`src/hdl/v2da_pkg.sv`:
```
package v2da_pkg;

   localparam logic [2:0] ACT_ADD   = 3'd0;
   localparam logic [2:0] ACT_SUB   = 3'd1;
   localparam logic [2:0] ACT_SCALE = 3'd2;
   localparam logic [2:0] ACT_LEN   = 3'd3;
   localparam logic [2:0] ACT_NORM  = 3'd4;

   localparam logic [1:0] ST_OK   = 2'd0;
   localparam logic [1:0] ST_SAT  = 2'd1;
   localparam logic [1:0] ST_ZERO = 2'd2;

   localparam int ROOT_STEPS = 16;

   typedef struct packed {
      logic [2:0]         action;
      logic signed [15:0] ax;
      logic signed [15:0] ay;
      logic signed [15:0] rx;
      logic signed [15:0] ry;
      logic               sat;
   } root_side_type;

   typedef struct packed {
      logic [2:0]         action;
      logic signed [15:0] rx;
      logic signed [15:0] ry;
      logic               sat;
   } div_side_type;

   // {saturated, value}
   function automatic logic [16:0] sat16(input logic signed [31:0] v);
      logic [16:0] res;
      if (v > 32'sd32767) begin
         res = {1'b1, 16'h7fff};
      end else if (v < -32'sd32768) begin
         res = {1'b1, 16'h8000};
      end else begin
         res = {1'b0, v[15:0]};
      end
      return res;
   endfunction

endpackage

```
`src/hdl/v2da_sqrt_pipe.sv`:
```
module v2da_sqrt_pipe #(
   parameter int SW = 1
) (
   input  logic          clock,
   input  logic          reset,
   input  logic          en,
   input  logic          in_valid,
   input  logic [31:0]   in_n,
   input  logic [SW-1:0] in_side,
   output logic          out_valid,
   output logic [15:0]   out_root,
   output logic [SW-1:0] out_side
);

   localparam int NS = v2da_pkg::ROOT_STEPS;

   logic          v_ff    [NS];
   logic [31:0]   n_ff    [NS];
   logic [18:0]   r_ff    [NS];
   logic [15:0]   q_ff    [NS];
   logic [SW-1:0] side_ff [NS];

   for (genvar s = 0; s < NS; s++) begin : g_step
      logic          v_src;
      logic [31:0]   n_src;
      logic [18:0]   r_src;
      logic [15:0]   q_src;
      logic [SW-1:0] side_src;
      logic [18:0]   r_sh;
      logic [18:0]   trial;
      logic [18:0]   r_in;
      logic [15:0]   q_in;

      if (s == 0) begin : g_first
         assign v_src    = in_valid;
         assign n_src    = in_n;
         assign r_src    = '0;
         assign q_src    = '0;
         assign side_src = in_side;
      end else begin : g_next
         assign v_src    = v_ff[s-1];
         assign n_src    = n_ff[s-1];
         assign r_src    = r_ff[s-1];
         assign q_src    = q_ff[s-1];
         assign side_src = side_ff[s-1];
      end

      always_comb begin
         r_sh  = {r_src[16:0], n_src[31:30]};
         trial = {1'b0, q_src, 2'b01};
         if (r_sh >= trial) begin
            r_in = r_sh - trial;
            q_in = {q_src[14:0], 1'b1};
         end else begin
            r_in = r_sh;
            q_in = {q_src[14:0], 1'b0};
         end
      end

      always_ff @(posedge clock) begin
         if (reset) begin
            v_ff[s] <= 1'b0;
         end else if (en) begin
            v_ff[s] <= v_src;
         end
         if (en) begin
            n_ff[s]    <= {n_src[29:0], 2'b00};
            r_ff[s]    <= r_in;
            q_ff[s]    <= q_in;
            side_ff[s] <= side_src;
         end
      end
   end

   assign out_valid = v_ff[NS-1];
   assign out_root  = q_ff[NS-1];
   assign out_side  = side_ff[NS-1];

endmodule

```
`config.mk`:
```
export PLATFORM = sky130hd
export DESIGN_NAME = v2da_sqrt_pipe
export DESIGN_NICKNAME = d
export VERILOG_FILES = /design/src/hdl/v2da_pkg.sv /design/src/hdl/v2da_sqrt_pipe.sv
export SDC_FILE = /design/constraint.sdc
export NUM_CORES = 1
export LEC_CHECK = 0
export BUFFER_PORTS_ARGS = -buffer_cell sky130_fd_sc_hd__clkbuf_2
export CAP_MARGIN = 25
export CORE_MARGIN = 2
export CORE_UTILIZATION = 30
export DETAILED_ROUTE_END_ITERATION = 7
export MAX_ROUTING_LAYER = met4
export PLACE_DENSITY = 0.51
export SETUP_SLACK_MARGIN = 0.5
export SYNTH_ARGS = -nofsm -noshare
export SYNTH_HDL_FRONTEND = slang
export SYNTH_SLANG_ARGS = --single-unit
export TNS_END_PERCENT = 30
```
`constraint.sdc`:
```
create_clock -name clock -period 6.6 [get_ports clock]
set_input_delay 0.33 -clock clock [delete_from_list [all_inputs] [get_ports clock]]
set_output_delay 0.33 -clock clock [all_outputs]
set_load 0.03 [all_outputs]
```
==> impl_metrics.py <==
metrics = {
    "cts": {
        "clk_pin_slew_ps": 50,
        "cts.htree.levels": 3,
        "cts.path.max_buffers": 3,
        "cts-buffers-inserted": 76,
        "clock_sinks": 645,
        "cts_tree": "done",
        "insertion_delay_ps": 650,
        "hold_buffers": 35,
        "cts_resized": 0,
        "post_cts_buffers": 0,
        "cts_root_buffer": "clkbuf_16",
    },
    "timing": {
        "worstMarginPinSlew_ps": 1080,
        "relSlewSlack": 0.281,
        "period_share": 0.521,
        "fmax_ghz": 0.291,
        "setup_ws_ps": 3160,
        "fin_skew_ps": 33.9,
        "drv_slew": 0,
        "min_period_ps": 3440,
        "rsz0062_at_grt": "false",
        "setup_viol": 0,
        "fin_tns_setup_ps": 0,
        "hold_violations": 0,
    },
    "placed_design": {
        "place_area_um2": 31200,
        "place.port_buffers": 54,
        "gp_congestion": 0.871,
        "hpwlAfterDp_um": 35600,
        "dp_slack_ps": 3020,
    },
    "synthesis": {
        "synth_top_area_share": 0.660,
        "avgSynthCellArea_um2": 13.6,
        "synth_xor_area_frac": 0.0474,
        "synth_edf_count": 645,
        "synth.area.top_cells": "edfxtp_1 66%, ha_1 6.5%, inv_1 2.4%",
        "synth-seq-cells": 645,
        "synth-compound-area-share": 0.0898,
        "synthTopCellsByCount": "645 x edfxtp_1, 189 x inv_1, 152 x ha_1",
        "synthMuxAreaShare": 0.0147,
        "synth-seq-area-share": 0.660,
        "synth_cells": 2158,
        "synth_warnings": 0,
        "synthArstFlopShare": 0,
        "synth_largest_area_cell": "edfxtp_1",
        "synth_ff_type": "edfxtp_1",
        "synth_nets": 2347,
        "synth_top_family_by_area": "simple AND/OR/NAND/NOR gates",
        "synthAdderAreaFrac": 0.0648,
        "synth.most_common_cell": "edfxtp_1",
        "synth_simple_gate_area_frac": 0.0943,
        "syn-cell-area_um2": 29400,
        "synth_cell_types": 82,
    },
    "power_and_ir_drop": {
        "vdd_drop_max_v": 0.000181,
        "p_int_mw": 7.99,
        "switchingPower_mw": 2.70,
        "combPwrFrac": 0.141,
        "finalPower_mw": 10.7,
        "seqPwrFrac": 0.495,
        "clkPwrFrac": 0.365,
        "p_leak_nw": 12.9,
        "power.density_nw_per_um2": 315,
        "swShare": 0.253,
    },
    "floorplan": {
        "core_um2": 96900,
        "io-pin-count": 55,
        "die_x_um": 317,
        "start_util": 0.303,
        "dieArea_um2": 100000,
        "chipHeight_um": 317,
        "rows": 114,
    },
    "flow_run": {
        "maxCapViolCount": 0,
    },
    "setup_path": {
        "critPathSlowestCell": "nand2b_1",
        "cp.arrival_ps": 3800,
        "worst_path_largest_cell_delay_ps": 750,
        "critPathCaptureType": "flip-flop",
        "required_ps": 6960,
        "worstPathMaxFanout": 26,
        "crit_chain": "ha_1 -> o21ai_0 -> o21a_1 -> a311oi_1 -> a31o_1 -> nand2b_1 -> mux2_2",
        "start_kind": "flip-flop",
        "worstSetupPathType": "flip-flop to flip-flop",
    },
    "layout": {
        "syn_to_final_growth_pct": 15.5,
        "nFillCells": 9316,
        "finalInstanceArea_um2": 33900,
        "final_nets": 2494,
        "diodes": 0,
        "drive_gt1_frac": 0.0927,
    },
    "grt": {
        "grt_overflow": 0,
        "antenna_found_initial": 0,
        "grt_pass1_vias": 17100,
        "grt_pass1_wl_um": 85900,
        "grt_start_max_net_pins": 184,
        "grt_usage": 0.109,
    },
    "outcome": {
        "status": "complete, no violations",
    },
    "routing": {
        "dr.pass1.iters": 5,
        "routedWlPerCell_um": 14.4,
        "vias": 16700,
        "drc": 0,
        "routed_via_density": 4.58,
        "drtIter0Drc": 960,
        "drt_wl_total_um": 52300,
        "ant_nets": 0,
    },
    "min_path": {
        "hp-class": "input port to flip-flop",
    },
}
-- cells by family after synthesis --
logic type	after synthesis
mux	39
compound gates	409
fa+ha+maj	152
flops	645
buf+inv	221
other cells	1
simple gates	532
xor+xnor	159
-- layout by cell type, fill, tap and decap left out, types with 44 or more instances in the layout --
| cell type | count |
|---|---|
| a21o_1 | 44 |
| a21oi_1 | 105 |
| clkbuf_16 | 77 |
| clkbuf_2 | 53 |
| edfxtp_1 | 645 |
| ha_1 | 152 |
| inv_1 | 189 |
| nand2_1 | 97 |
| nor2_1 | 134 |
| nor3_1 | 52 |
| o21a_1 | 47 |
| o21ai_0 | 95 |
| xnor2_1 | 81 |
| xor2_1 | 78 |
-- power by group through the flow --
| stage | registers [mW] | clock network [mW] | logic (mW) |
|---|---|---|---|
| 4_1_cts | 5.29 | 4.07 | 1.51 |
| 5_1_grt | 5.33 | 4.21 | 1.70 |
| 6_report | 5.29 | 3.90 | 1.50 |
| 3_5_place_dp | 5.38 | 0 | 1.48 |
| 2_1_floorplan | 5.29 | 0 | 1.12 |
| 3_3_place_gp | 5.37 | 0 | 1.46 |
-- cell type report --
class	count	area, um2	share of cell area
clock buffer	95	1990	0.0588
clock inverter	40	335	0.00989
inverter	192	721	0.0212
multi-input combinational	1292	9140	0.269
sequential	645	19400	0.571
tap	1276	1600	0.0471
timing repair buffer	98	763	0.0225
-- sequential cells by signal, summed over array words and instances (netlist names) --
name / flops
side_ff: 16
q_ff: 136
r_ff: 237
v_ff: 16
n_ff: 240
-- worst paths after layout --
path / depth (start not counted) / end / start / slack (ps)
max: 7 / r_ff[1][82] / r_ff[1][61] / 3160
max reg2reg: 7 / r_ff[1][82] / r_ff[1][61] / 3160
min: 1 / q_ff[0][0] / en / 150
min reg2reg: 0 / n_ff[0][144] / n_ff[0][112] / 400
-- routing by layer --
layer / routed length, um / vias to the layer above / track usage
li1: - / 8323 / -
met1: 22000 / 7966 / 0.121
met2: 26800 / 240 / 0.188
met3: 1620 / 121 / 0.0211
met4: 1930 / 0 / 0.0485
met5: 0 / - / -
-- critical path, delay by kind of cell (launching register included) --
| family | cells | cell delay, ps |
|---|---|---|
| fa+ha+maj | 1 | 420 |
| simple gates | 1 | 750 |
| compound gates | 4 | 1200 |
| mux | 1 | 410 |
| flops | 1 | 410 |
-- per-stage QoR --
step	utilization	std cells	hold WS (ps)
after global routing	0.350	3638	149
after CTS	0.350	3635	119
after global placement	0.322	3465	400
after detailed placement	0.322	3465	405
final	0.350	3638	150
after floorplan	-	2158	400
Note: power is estimated with default switching activity, not from simulation.
